### src/rtl/core/mrf_pkg.sv
package mrf_pkg;

   localparam int FRAME_BYTES  = 8;
   localparam int HEADER_BYTES = 6;
   localparam int BYTE_IDX_W   = $clog2(FRAME_BYTES);
   localparam int QUEUE_DEPTH  = 2;
   localparam int QUEUE_PTR_W  = $clog2(QUEUE_DEPTH);
   localparam int QUEUE_CNT_W  = $clog2(QUEUE_DEPTH + 1);

   localparam logic [15:0] CRC_INIT = 16'hFFFF;
   localparam logic [15:0] CRC_POLY = 16'hA001;

   localparam logic [BYTE_IDX_W-1:0] LAST_IDX   = BYTE_IDX_W'(FRAME_BYTES - 1);
   localparam logic [BYTE_IDX_W-1:0] HEADER_END = BYTE_IDX_W'(HEADER_BYTES);

   typedef struct packed {
      logic [47:0] frame;
      logic [15:0] crc;
   } entry_type;

   typedef struct packed {
      logic      valid;
      entry_type entry;
   } queue_port_type;

   function automatic logic [15:0] crc_feed(input logic [15:0] crc, input logic [7:0] data);
      logic [15:0] c;
      c = crc ^ {8'h00, data};
      for (int i = 0; i < 8; i++) begin
         if (c[0]) begin
            c = (c >> 1) ^ CRC_POLY;
         end else begin
            c = c >> 1;
         end
      end
      return c;
   endfunction

   function automatic logic [7:0] frame_byte(input entry_type e,
                                             input logic [BYTE_IDX_W-1:0] idx);
      logic [7:0] b;
      unique case (idx)
         3'd0: b = e.frame[47:40];
         3'd1: b = e.frame[39:32];
         3'd2: b = e.frame[31:24];
         3'd3: b = e.frame[23:16];
         3'd4: b = e.frame[15:8];
         3'd5: b = e.frame[7:0];
         3'd6: b = e.crc[7:0];
         default: b = e.crc[15:8];
      endcase
      return b;
   endfunction

endpackage

### src/rtl/core/mrf_front.sv
module mrf_front (
   input  logic                   clock,
   input  logic                   reset,
   input  logic                   req_valid,
   output logic                   req_ready,
   input  logic [7:0]             req_slave_addr,
   input  logic [7:0]             req_func,
   input  logic [15:0]            req_reg_address,
   input  logic [15:0]            req_word,
   input  logic                   q_full,
   output mrf_pkg::queue_port_type q_push
);

   logic                              busy_ff, busy_in;
   logic [mrf_pkg::BYTE_IDX_W-1:0]    cnt_ff, cnt_in;
   logic [47:0]                       frame_ff, frame_in;
   logic [15:0]                       crc_ff, crc_in;
   logic                              done;
   logic                              push;
   logic                              accept;

   assign done      = busy_ff && (cnt_ff == mrf_pkg::HEADER_END);
   assign push      = done && !q_full;
   assign req_ready = !busy_ff || push;
   assign accept    = req_valid && req_ready;

   assign q_push.valid       = push;
   assign q_push.entry.frame = frame_ff;
   assign q_push.entry.crc   = crc_ff;

   always_comb begin
      busy_in  = busy_ff;
      cnt_in   = cnt_ff;
      frame_in = frame_ff;
      crc_in   = crc_ff;
      priority if (accept) begin
         busy_in  = 1'b1;
         cnt_in   = '0;
         frame_in = {req_slave_addr, req_func, req_reg_address, req_word};
         crc_in   = mrf_pkg::CRC_INIT;
      end else if (push) begin
         busy_in = 1'b0;
      end else if (busy_ff && !done) begin
         // rotate so the next header byte sits on top; six rotations restore it
         crc_in   = mrf_pkg::crc_feed(crc_ff, frame_ff[47:40]);
         frame_in = {frame_ff[39:0], frame_ff[47:40]};
         cnt_in   = cnt_ff + 1'b1;
      end
   end

   always_ff @(posedge clock) begin
      if (reset) begin
         busy_ff <= 1'b0;
         cnt_ff  <= '0;
      end else begin
         busy_ff <= busy_in;
         cnt_ff  <= cnt_in;
      end
      frame_ff <= frame_in;
      crc_ff   <= crc_in;
   end

endmodule

### src/rtl/core/mrf_queue.sv
module mrf_queue (
   input  logic                    clock,
   input  logic                    reset,
   input  mrf_pkg::queue_port_type q_push,
   output logic                    q_full,
   output mrf_pkg::queue_port_type q_head,
   input  logic                    q_pop
);

   mrf_pkg::entry_type                mem_ff [mrf_pkg::QUEUE_DEPTH];
   logic [mrf_pkg::QUEUE_PTR_W-1:0]   wr_ff, wr_in;
   logic [mrf_pkg::QUEUE_PTR_W-1:0]   rd_ff, rd_in;
   logic [mrf_pkg::QUEUE_CNT_W-1:0]   count_ff, count_in;
   logic                              do_push;
   logic                              do_pop;

   assign q_full       = (count_ff == mrf_pkg::QUEUE_CNT_W'(mrf_pkg::QUEUE_DEPTH));
   assign q_head.valid = (count_ff != '0);
   assign q_head.entry = mem_ff[rd_ff];
   assign do_push      = q_push.valid && !q_full;
   assign do_pop       = q_pop && q_head.valid;

   always_comb begin
      wr_in    = do_push ? wr_ff + 1'b1 : wr_ff;
      rd_in    = do_pop ? rd_ff + 1'b1 : rd_ff;
      count_in = count_ff;
      unique case ({do_push, do_pop})
         2'b10:   count_in = count_ff + 1'b1;
         2'b01:   count_in = count_ff - 1'b1;
         default: count_in = count_ff;
      endcase
   end

   always_ff @(posedge clock) begin
      if (reset) begin
         wr_ff    <= '0;
         rd_ff    <= '0;
         count_ff <= '0;
      end else begin
         wr_ff    <= wr_in;
         rd_ff    <= rd_in;
         count_ff <= count_in;
      end
      if (do_push) begin
         mem_ff[wr_ff] <= q_push.entry;
      end
   end

endmodule

### src/rtl/core/mrf_back.sv
module mrf_back (
   input  logic                    clock,
   input  logic                    reset,
   input  mrf_pkg::queue_port_type q_head,
   output logic                    q_pop,
   output logic                    rsp_valid,
   input  logic                    rsp_ready,
   output logic [7:0]              rsp_tx_byte,
   output logic                    rsp_last
);

   logic [mrf_pkg::BYTE_IDX_W-1:0] idx_ff, idx_in;
   logic                           valid_ff, valid_in;
   logic [7:0]                     byte_ff, byte_in;
   logic                           last_ff, last_in;
   logic                           advance;

   assign advance = q_head.valid && (!valid_ff || rsp_ready);
   assign q_pop   = advance && (idx_ff == mrf_pkg::LAST_IDX);

   assign rsp_valid   = valid_ff;
   assign rsp_tx_byte = byte_ff;
   assign rsp_last    = last_ff;

   always_comb begin
      idx_in   = idx_ff;
      valid_in = valid_ff;
      byte_in  = byte_ff;
      last_in  = last_ff;
      priority if (advance) begin
         valid_in = 1'b1;
         byte_in  = mrf_pkg::frame_byte(q_head.entry, idx_ff);
         last_in  = (idx_ff == mrf_pkg::LAST_IDX);
         idx_in   = idx_ff + 1'b1;
      end else if (rsp_ready) begin
         valid_in = 1'b0;
      end
   end

   always_ff @(posedge clock) begin
      if (reset) begin
         idx_ff   <= '0;
         valid_ff <= 1'b0;
      end else begin
         idx_ff   <= idx_in;
         valid_ff <= valid_in;
      end
      byte_ff <= byte_in;
      last_ff <= last_in;
   end

endmodule

### src/rtl/core/modbus_rtu_request_framer_core.sv
// Modbus RTU request framer.
// Request channel (req_*): one request per item - slave address, function
// code, register address and word. The function code is passed as given.
// Result channel (rsp_*): eight byte items per request in transmit order:
// address, function, register address high/low, word high/low, then the
// CRC-16/MODBUS low and high byte; rsp_last marks the CRC high byte.
// The CRC runs one header byte per cycle in the front end; a two-entry
// queue feeds the back end, which sends one byte per cycle while rsp_ready
// is high, so request throughput is set by the output byte rate, and the
// front end can take a new request while earlier frames are still sent.
// Reset (synchronous, active high) empties the front end, queue and output
// register; no item is pending afterwards.
// A stalled receiver holds rsp_* steady; the queue and front end fill and
// req_ready drops until bytes drain again.
module modbus_rtu_request_framer_core (
   input  logic        clock,
   input  logic        reset,
   input  logic        req_valid,
   output logic        req_ready,
   input  logic [7:0]  req_slave_addr,
   input  logic [7:0]  req_func,
   input  logic [15:0] req_reg_address,
   input  logic [15:0] req_word,
   output logic        rsp_valid,
   input  logic        rsp_ready,
   output logic [7:0]  rsp_tx_byte,
   output logic        rsp_last
);

   mrf_pkg::queue_port_type q_push;
   mrf_pkg::queue_port_type q_head;
   logic                    q_full;
   logic                    q_pop;

   mrf_front u_front (
      .clock           (clock),
      .reset           (reset),
      .req_valid       (req_valid),
      .req_ready       (req_ready),
      .req_slave_addr  (req_slave_addr),
      .req_func        (req_func),
      .req_reg_address (req_reg_address),
      .req_word        (req_word),
      .q_full          (q_full),
      .q_push          (q_push)
   );

   mrf_queue u_queue (
      .clock  (clock),
      .reset  (reset),
      .q_push (q_push),
      .q_full (q_full),
      .q_head (q_head),
      .q_pop  (q_pop)
   );

   mrf_back u_back (
      .clock       (clock),
      .reset       (reset),
      .q_head      (q_head),
      .q_pop       (q_pop),
      .rsp_valid   (rsp_valid),
      .rsp_ready   (rsp_ready),
      .rsp_tx_byte (rsp_tx_byte),
      .rsp_last    (rsp_last)
   );

endmodule

### config.mk
export PLATFORM = sky130hd
export DESIGN_NAME = modbus_rtu_request_framer_core
export DESIGN_NICKNAME = d
export VERILOG_FILES = /design/src/rtl/core/mrf_pkg.sv /design/src/rtl/core/mrf_front.sv /design/src/rtl/core/mrf_queue.sv /design/src/rtl/core/mrf_back.sv /design/src/rtl/core/modbus_rtu_request_framer_core.sv
export SDC_FILE = /design/constraint.sdc
export NUM_CORES = 1
export LEC_CHECK = 0
export ABC_AREA = 0
export BUFFER_PORTS_ARGS = -buffer_cell sky130_fd_sc_hd__buf_2
export CORE_MARGIN = 2
export CORE_UTILIZATION = 40
export DETAILED_ROUTE_END_ITERATION = 6
export PLACE_DENSITY = 0.56
export SYNTH_ARGS = -nofsm -noshare
export SYNTH_HDL_FRONTEND = slang
export SYNTH_SLANG_ARGS = --single-unit
### constraint.sdc
create_clock -name clock -period 11.4 [get_ports clock]
set_clock_uncertainty 0.05 [all_clocks]
set_input_delay 1.14 -clock clock [delete_from_list [all_inputs] [get_ports clock]]
set_output_delay 1.14 -clock clock [all_outputs]
set_load 0.02 [all_outputs]
==> results of run 1 <==
## worst max-delay path, delay by kind of cell (launching register included)
family	cells	cell delay, ps
AOI/OAI and AO/OA	2	480
adders and majority gates	1	190
buffers and inverters	3	1010
DFF	1	380
and+or+nand+nor	3	790
## metrics by stage
| step | setup slack [ps] | instances |
|---|---|---|
| after floorplan | 7100 | 605 |
| after global placement | 8140 | 919 |
| after detailed placement | 8060 | 919 |
| after CTS | 8340 | 960 |
| after global routing | 8150 | 960 |
| final | 8330 | 960 |
## routing by layer
layer | global-route usage | wire [µm] | vias to the layer above | share of wire
li1 | - | - | 2339 | -
met1 | 0.231 | 8180 | 2466 | 0.43
met2 | 0.297 | 9330 | 150 | 0.49
met3 | 0.0315 | 1060 | 34 | 0.056
met4 | 0.0448 | 473 | 0 | 0.025
met5 | 0 | 0 | - | 0
## cell families after synthesis
group                    after synthesis
AND/OR/NAND/NOR                      202
adder cells (fa/ha/maj)                9
XOR/XNOR                              29
AO/OA/AOI/OAI                         75
multiplexers                          38
buffers and inverters                 38
flip-flops                           214
## cell usage in the layout (no fill, tap or decap), types with 2 or more instances in the layout
master,n
buf_4,8
o22ai_1,2
a21oi_1,26
clkinv_1,5
a32o_1,4
mux2i_1,17
mux2_2,10
bufinv_16,4
nor2_1,23
a22oi_1,10
a211oi_1,5
inv_1,7
mux4_2,11
a221oi_1,7
o221ai_1,2
nor2_4,2
edfxtp_1,185
clkbuf_16,23
dfxtp_1,28
xor2_1,8
nand2_2,2
o21ai_0,7
a2111oi_0,2
nand2_1,153
nor2b_1,3
nand2b_1,3
buf_2,62
a32oi_1,3
ha_1,9
clkinv_2,6
nor3_1,9
xnor2_1,19
and2_1,3
## power breakdown
part	switching [mW]	internal [mW]
registers	0.0493	0.927
clock network	0.298	0.458
logic	0.111	0.111
## layout make-up
| cell class | count | area (µm²) | share of cell area |
|---|---|---|---|
| flip-flops and latches | 214 | 6140 | 0.619 |
| clock buffers | 24 | 579 | 0.0584 |
| multi-input cells | 353 | 2280 | 0.230 |
| well taps | 275 | 344 | 0.0347 |
| clock inverters | 17 | 185 | 0.0187 |
| inverters | 7 | 26.3 | 0.00265 |
| repair buffers | 70 | 370 | 0.0373 |
## state kept, by name, indices dropped and copies added, names as in the netlist, named ones only
name                cells
u_back.rsp_tx_byte      8
u_queue.rd_ff           1
u_queue.count_ff        2
u_queue.mem_ff        128
u_front.cnt_ff          3
u_back.rsp_last         1
u_queue.wr_ff           1
u_back.rsp_valid        1
u_back.idx_ff           3
u_front.frame_ff       48
u_front.busy_ff         1
u_front.crc_ff         16
## final timing paths
path                                      startpoint               endpoint  slack, ps  cells past startpoint
worst max-delay path               u_front.cnt_ff[0]      u_front.crc_ff[0]       8330                      9
worst min-delay path            u_front.frame_ff[39]  u_queue.mem_ff[0][55]        430                      0
worst max register to register     u_front.cnt_ff[0]      u_front.crc_ff[0]       8330                      9
worst min register to register  u_front.frame_ff[39]  u_queue.mem_ff[0][55]        430                      0
==> impl_metrics.ini, run 1 <==
[detailed_routing]
drc = 0
drt_iter0_markers = 348
ant_nets = 0
drt_wl_total_um = 19000
first_pass_iters = 4
vias_per_cell = 5.20
vias = 4989
wl_per_cell_um = 19.8

[setup_path]
crit_required_ps = 11740
crit_chain = inv_1, ha_1, nand2_1, o21ai_0, nand2_2, buf_4, nand2_2, buf_4, o22a_2
arrival_ps = 3420
worst_path_max_delay_cell = nand2_2
critPathMaxFanout = 55
crit_path_max_incr_delay_ps = 560
startpoint_type = flop
endpoint_kind = flop
path_class = flop to flop

[synthesis]
synth_compound_area_frac = 0.0604
avgSynthCellArea_um2 = 14.1
synth_largest_area_cell = edfxtp_1
async_flop_share = 0
yosysSeqAreaShare = 0.719
yosys.area_share.simple = 0.0949
synthCells = 605
ys_types = 40
synthMuxAreaShare = 0.0621
synth_nets = 666
synthesis.area_mm2 = 0.00854
ys_warn_count = 0
synth_top_family_by_area = simple AND/OR/NAND/NOR gates
ys_ff_latch = 214
synth-main-ff-cell = edfxtp_1
synthTopCellsByArea = edfxtp_1 (65%), nand2_1 (6.8%), dfxtp_1 (6.8%), mux4_2 (2.9%), mux2i_1 (2.0%)
synth_common_cells = edfxtp_1 (185), nand2_1 (155), dfxtp_1 (29)
synth_edf_count = 185
synth_fa_ha_area_frac = 0.0132
synth_top_area_frac = 0.651
synthXorXnorAreaFrac = 0.0331
synth.most_common_cell = edfxtp_1

[place]
gp_congestion = 0.792
placedInstanceArea_mm2 = 0.00916
io_buffers = 62
dp_hpwl_um = 11900

[floorplanning]
core_mm2 = 0.0210
die_x_um = 150
die_area_mm2 = 0.0225
core.rowCount = 53
die_h_um = 150
ios = 63
start_util = 0.408

[sta]
setup_tns_ps = 0
fmax_mhz = 325
fin_crit_ps = 3070
maxSlewViolCount = 0
final.period_utilization = 0.270
rsz0062_at_grt = false
setup_viol = 0
worstMarginPinSlew_ps = 953
hold_viol = 0
worst_hold_slack_ps = 430
relSlewSlack = 0.365

[global_route]
overflow = 0
antenna_found_initial = 0
grt_pass1_wl_um = 29700
grt_pass1_vias = 5224
grt_usage = 0.174
grt_max_degree = 65

[finish]
nets = 730
n_fill_cell = 1906
post-route-util = 0.473
final_area_mm2 = 0.00992
drive_gt1_frac = 0.197
num_antenna_cells = 0
area_delta_synth_final_pct = 16.2

[clocking]
clk_latency_ps = 500
cts_hold_buf = 0
clockBufferDepth = 3
cts_tree = done
cts_resized = 0
clkSinkCount = 214
ctsHtreeMaxLevel = 1
cts_buffers = 23
cts_root_buf = clkbuf_16
cts_post_setup_buffers_inserted = 0
path_clk_slew_ps = 60

[power]
p_per_area_mw_per_mm2 = 197
max-vdd-ir-drop_v = 0.000116
power_mw = 1.95
p_leak_nw = 3.56

[run]
cap_violations = 0

[min_path]
worstHoldPathType = flop to flop

[status]
status = completed
No activity file was read; power rests on OpenSTA's default activity.
==> run 2, diff against run 1 <==
--- a/config.mk
+++ b/config.mk
@@ -5,12 +5,12 @@
 export SDC_FILE = /design/constraint.sdc
 export NUM_CORES = 1
 export LEC_CHECK = 0
-export ABC_AREA = 0
+export ABC_AREA = 1
 export BUFFER_PORTS_ARGS = -buffer_cell sky130_fd_sc_hd__buf_2
 export CORE_MARGIN = 2
 export CORE_UTILIZATION = 40
 export DETAILED_ROUTE_END_ITERATION = 6
-export PLACE_DENSITY = 0.56
+export PLACE_DENSITY = 0.58
 export SYNTH_ARGS = -nofsm -noshare
 export SYNTH_HDL_FRONTEND = slang
 export SYNTH_SLANG_ARGS = --single-unit
==> constraint.sdc (replaced) <==
create_clock -name clock -period 2.6 [get_ports clock]
set_clock_uncertainty 0.05 [all_clocks]
set_input_delay 0.26 -clock clock [delete_from_list [all_inputs] [get_ports clock]]
set_output_delay 0.26 -clock clock [all_outputs]
set_load 0.02 [all_outputs]
==> run 2 against run 1 <==
Net effect: routed wire length grew 3.6%; total power grew to 4.2 times the previous value; clock power grew to 4.2 times the previous value; cell area grew 6.1%; combinational power grew to 3.6 times the previous value; hold slack lost 420 ps; first-iteration DRC count grew 11%; critical path depth shrank 5; clock-buffer cell count grew 4.
==> impl_metrics.ini, run 2 <==
[synthesis]
synthesis.area_mm2 = 0.00875
ys_warn_count = 0
synth_largest_area_cell = edfxtp_1
synth_common_cells = nand2_1 (241), edfxtp_1 (185), nor2_1 (65)
synth_edf_count = 185
synth_top_family_by_area = simple AND/OR/NAND/NOR gates
synthXorXnorAreaFrac = 0.00687
synth_compound_area_frac = 0.0774
yosys.area_share.simple = 0.152
yosysSeqAreaShare = 0.702
synth_fa_ha_area_frac = 0.0129
synth_top_area_frac = 0.635
ys_types = 35
synthMuxAreaShare = 0.00916
synthTopCellsByArea = edfxtp_1 (64%), nand2_1 (10%), dfxtp_1 (6.6%), nor2_1 (2.8%), o21ai_0 (2.5%)
synth-main-ff-cell = edfxtp_1
avgSynthCellArea_um2 = 11.4
synth.most_common_cell = nand2_1
synthCells = 770
synth_nets = 831
async_flop_share = 0
ys_ff_latch = 214

[finish]
drive_gt1_frac = 0.144
largest-register = u_queue.mem_ff
largest_reg_flops = 128
area_delta_synth_final_pct = 20.4
final_area_mm2 = 0.0105
nets = 942
final_cell_mix = nand2_1 (241), edfxtp_1 (185), nor2_1 (63)
final_common_cell = nand2_1
num_antenna_cells = 0
reg_top3 = u_queue.mem_ff x128, u_front.frame_ff x48, u_front.crc_ff x16
n_fill_cell = 1954

[setup_path]
rr_startpoint = u_back.idx_ff[0]
critPathMaxFanout = 9
path_class = flop to flop
crit_required_ps = 2880
r2r-end = u_back.rsp_tx_byte[1]
regToRegSetupSlack_ps = 460
worstRegToRegCells = 4
crit_path_max_incr_delay_ps = 750
worst_path_max_delay_cell = or4_1
cp-startpoint = u_back.idx_ff[0]
arrival_ps = 2420
crit_top_cell = ha_1
endpoint = u_back.rsp_tx_byte[1]
startpoint_type = flop
endpoint_kind = flop
crit_chain = ha_1, ha_1, or4_1, o2111ai_1

[detailed_routing]
vias = 5749
vias_per_cell = 4.89
drt_iter0_markers = 387
drc = 0
first_pass_iters = 5
ant_nets = 0
wl_per_cell_um = 16.8
drt_wl_total_um = 19700

[global_route]
grt_usage = 0.167
grt_pass1_wl_um = 30200
grt_max_degree = 66
grt_pass1_vias = 5529
overflow = 0
antenna_found_initial = 0

[clocking]
clkSinkCount = 214
clockBufferDepth = 3
ctsHtreeMaxLevel = 1
path_clk_slew_ps = 60
cts_tree = done
cts_post_setup_buffers_inserted = 0
clk_latency_ps = 500
cts_buffers = 23
cts_root_buf = clkbuf_16

[place]
gp_congestion = 0.820
placedInstanceArea_mm2 = 0.00945
dp_hpwl_um = 12900
io_buffers = 62

[sta]
maxSlewViolCount = 0
worst_hold_slack_ps = 10.6
relSlewSlack = 0.499
setup_tns_ps = 0
worstMarginPinSlew_ps = 752
fin_crit_ps = 2140
rsz0062_at_grt = false
fmax_mhz = 466
setup_viol = 0
hold_viol = 0
final.period_utilization = 0.825

[floorplanning]
ios = 63
core_mm2 = 0.0216
start_util = 0.405
die_area_mm2 = 0.0231
core.rowCount = 54
die_h_um = 152
die_x_um = 152

[power]
max-vdd-ir-drop_v = 0.000465
p_leak_nw = 4.14
p_per_area_mw_per_mm2 = 781

[min_path]
min-delay-start = req_func[2]
worstHoldPathType = input port to flop

[status]
status = completed

[run]
cap_violations = 0
## run 2: changes by cell type in the layout (fill, tap and decap cells not counted), sizes merged, moves of 9 or more
cell	previous run	this run
mux2	10	0
o22ai	2	11
dlygate4sd3	0	34
nand3	0	14
a21oi	27	37
mux4	11	0
nand2	155	242
xnor2	19	3
nor2	25	67
o21ai	7	49
mux2i	17	8
inv	7	52
## run 2: critical path, delay by kind of cell (launching register included)
kind / cells / cell delay, ps
compound gates: 1 / 280
fa+ha+maj: 2 / 550
flops: 1 / 340
simple gates: 1 / 750
## run 2: cells by family (layout without fill, tap and decap cells)
kind of cell | Yosys count | after routing
AND/OR/NAND/NOR | 336 | 336
adder cells (fa/ha/maj) | 9 | 9
XOR/XNOR | 6 | 6
multiplexers | 8 | 8
flip-flops | 214 | 214
buffers and inverters | 78 | 204
AO/OA/AOI/OAI | 119 | 119
## run 2: per-stage QoR
stage / cells / setup slack [ps] / power [mW] / util
2_1_floorplan: 770 / -476 / 4.76 / -
3_3_place_gp: 1102 / 498 / 5.04 / 0.437
3_5_place_dp: 1102 / 469 / 5.05 / 0.437
4_1_cts: 1176 / 442 / 8.30 / 0.487
5_1_grt: 1176 / 291 / 8.56 / 0.487
6_report: 1176 / 456 / 8.22 / 0.487
## run 2: what timing repair did
item | in CTS | in global routing
endpoints found under the hold margin | 38 | 0
hold buffers | 34 | 0
gates resized for setup | 0 | 0
## run 2: power breakdown
part	leakage, nW	internal (mW)	switching [mW]
clock network	0.374	1.93	1.27
registers	1.95	4.02	0.208
logic	1.81	0.307	0.485
## run 2: final cells by class
cell class                      count  area [µm²]  share of cell area
Clock inverter                     12         108              0.0102
Inverter                           52         195              0.0185
Tap cell                          280         350              0.0333
Clock buffer                       28         637              0.0605
Multi-Input combinational cell    478        2270               0.216
Timing Repair Buffer              112         833              0.0791
Sequential cell                   214        6140               0.583
## run 2: worst min path at each step
stage / end / slack, ps / cells after the start
3_5_place_dp: u_queue.mem_ff[1][11] / 410 / 0
6_report: u_front.frame_ff[34] / 10 / 3
4_1_cts: u_back.rsp_valid / 0.7 / 4
3_3_place_gp: u_queue.mem_ff[0][11] / 400 / 0
5_1_grt: u_front.frame_ff[43] / 7 / 3
2_1_floorplan: u_front.busy_ff / 280 / 1
## run 2: per-layer routing
layer,wire length [µm],GRT usage
met1,8460,0.219
met4,417,0.0418
met3,814,0.0257
met2,10000,0.290
met5,0,0
==> run 3, diff against run 2 <==
==> constraint.sdc (replaced) <==
create_clock -name clock -period 1.9 [get_ports clock]
set_clock_uncertainty 0.05 [all_clocks]
set_input_delay 0.19 -clock clock [delete_from_list [all_inputs] [get_ports clock]]
set_output_delay 0.19 -clock clock [all_outputs]
set_load 0.02 [all_outputs]
==> run 3 against run 2 <==
Net effect: register-to-register slack worse by 400 ps; hold slack improved by 12 ps; first-iteration DRC count up 4.9%; via count rose by 2.7%; total power grew 36%; worst setup slack worse by 400 ps; sequential share of layout area shrank 2.3 points; utilization rose by 2.0 points; routed wire length is 1.1% higher; cell area is 4.1% higher; critical path depth increased by 5; die area unchanged.
==> impl_metrics.ini, run 3 (synthesized netlist as in run 2, its figures left out) <==
[detailed_routing]
drc = 0
vias_per_cell = 4.90
vias = 5904
wl_per_cell_um = 16.5
wl_met1_um = 8770
top_layer = met4
met2WireLength_um = 10000
first_pass_iters = 6
dr_wl_met3_um = 700
ant_nets = 0
drt_wl_total_um = 19900
drt_iter0_markers = 406

[finish]
layout.cells.non_filler = 1205
seq_area_mm2 = 0.00614
largest-register = u_queue.mem_ff
post-route-util = 0.507
drive_gt1_frac = 0.178
final_area_mm2 = 0.0110
num_antenna_cells = 0
nets = 973
n_fill_cell = 1919
final_common_cell = nand2_1
largest_reg_flops = 128
reg_top3 = u_queue.mem_ff x128, u_front.frame_ff x48, u_front.crc_ff x16
multi_input_area_mm2 = 0.00236
final_cell_mix = nand2_1 (237), edfxtp_1 (185), nor2_1 (62)
area_delta_synth_final_pct = 25.4

[power]
clock_power_share = 0.383
p_per_area_mw_per_mm2 = 1020
p_switching_mw = 2.63
switching_share = 0.235
max-vdd-ir-drop_v = 0.000561
p_leak_nw = 4.30
comb_power_share = 0.101
power_mw = 11.2
p_seq_frac = 0.516
p_int_mw = 8.57

[clocking]
path_clk_slew_ps = 60
ctsHtreeMaxLevel = 1
clk_latency_ps = 500
cts_root_buf = clkbuf_16
cts_tree = done
clkSinkCount = 214
clockBufferDepth = 3
cts_buffers = 22
cts_post_setup_buffers_inserted = 0

[sta]
maxSlewViolCount = 0
setup_tns_ps = 0
fin_crit_ps = 1840
rsz0062_at_grt = true
relSlewSlack = 0.757
hold_viol = 0
worstMarginPinSlew_ps = 363
setup_slack_ps = 56.3
final.period_utilization = 0.970
setup_viol = 0
fmax_mhz = 542
worst_hold_slack_ps = 22.2

[place]
dp_hpwl_um = 13300
io_buffers = 62
pre_cts_ws_ps = -41.0
placedInstanceArea_mm2 = 0.00968
dp.cells = 1118
gp_congestion = 0.787

[setup_path]
startpoint_type = flop
crit_required_ps = 2040
arrival_ps = 1990
critPathMaxFanout = 28
path_class = flop to flop
endpoint_kind = flop

[global_route]
overflow = 0
grt_pass1_vias = 5775
antenna_found_initial = 0
grt_usage = 0.171
grt_max_degree = 49
grt_pass1_wl_um = 31200

[floorplanning]
core.rowCount = 54
ios = 63
die_x_um = 152
start_util = 0.405
core_mm2 = 0.0216
die_h_um = 152
die_area_mm2 = 0.0231

[min_path]
worstHoldPathType = input port to flop

[status]
status = completed

[run]
cap_violations = 0
-- run 3: repair_timing --
action | 4_1_cts | 5_1_grt
gates cloned | 0 | 0
hold endpoints to repair | 52 | 0
endpoints found under the setup margin | 9 | 96
gates resized for setup | 7 | 18
hold buffers | 50 | 0
pin swaps | 1 | 3
-- run 3: final cells by class --
| type | instances | area share |
|---|---|---|
| Tap cell | 280 | 0.0319 |
| Inverter | 52 | 0.0185 |
| Multi-Input combinational cell | 478 | 0.215 |
| Sequential cell | 214 | 0.560 |
| Clock buffer | 28 | 0.0542 |
| Timing Repair Buffer | 144 | 0.110 |
| Clock inverter | 9 | 0.0107 |
-- run 3: final timing paths --
path	startpoint	end	slack [ps]	depth (start not counted)
setup reg to reg	u_front.cnt_ff[0]	u_front.frame_ff[26]	60	9
hold / removal	req_word[3]	u_front.frame_ff[3]	20	3
setup / recovery	u_front.cnt_ff[0]	u_front.frame_ff[26]	60	9
hold reg to reg	u_front.crc_ff[10]	u_queue.mem_ff[0][10]	410	0
-- run 3: power groups by stage --
stage	registers (mW)	clock network, mW	logic, mW
CTS	5.78	4.39	1.12
floorplan	5.76	0	0.755
global route	5.81	4.56	1.29
global placement	5.87	0	1.03
detailed placement	5.88	0	1.04
finish	5.78	4.29	1.13
-- run 3: layer usage --
layer	GRT usage	vias up
met3	0.0234	25
met2	0.300	124
li1	-	2938
met1	0.225	2817
met5	0	-
met4	0.0463	0
-- run 3: worst max-delay path, stage by stage (launching register included) --
cell	delay [ps]
dfxtp_2	330
inv_2	70
ha_4	130
nand2_4	50
nor3_4	240
nor2_4	60
nor2_4	180
nor2_2	80
clkinvlp_4	110
buf_12	200
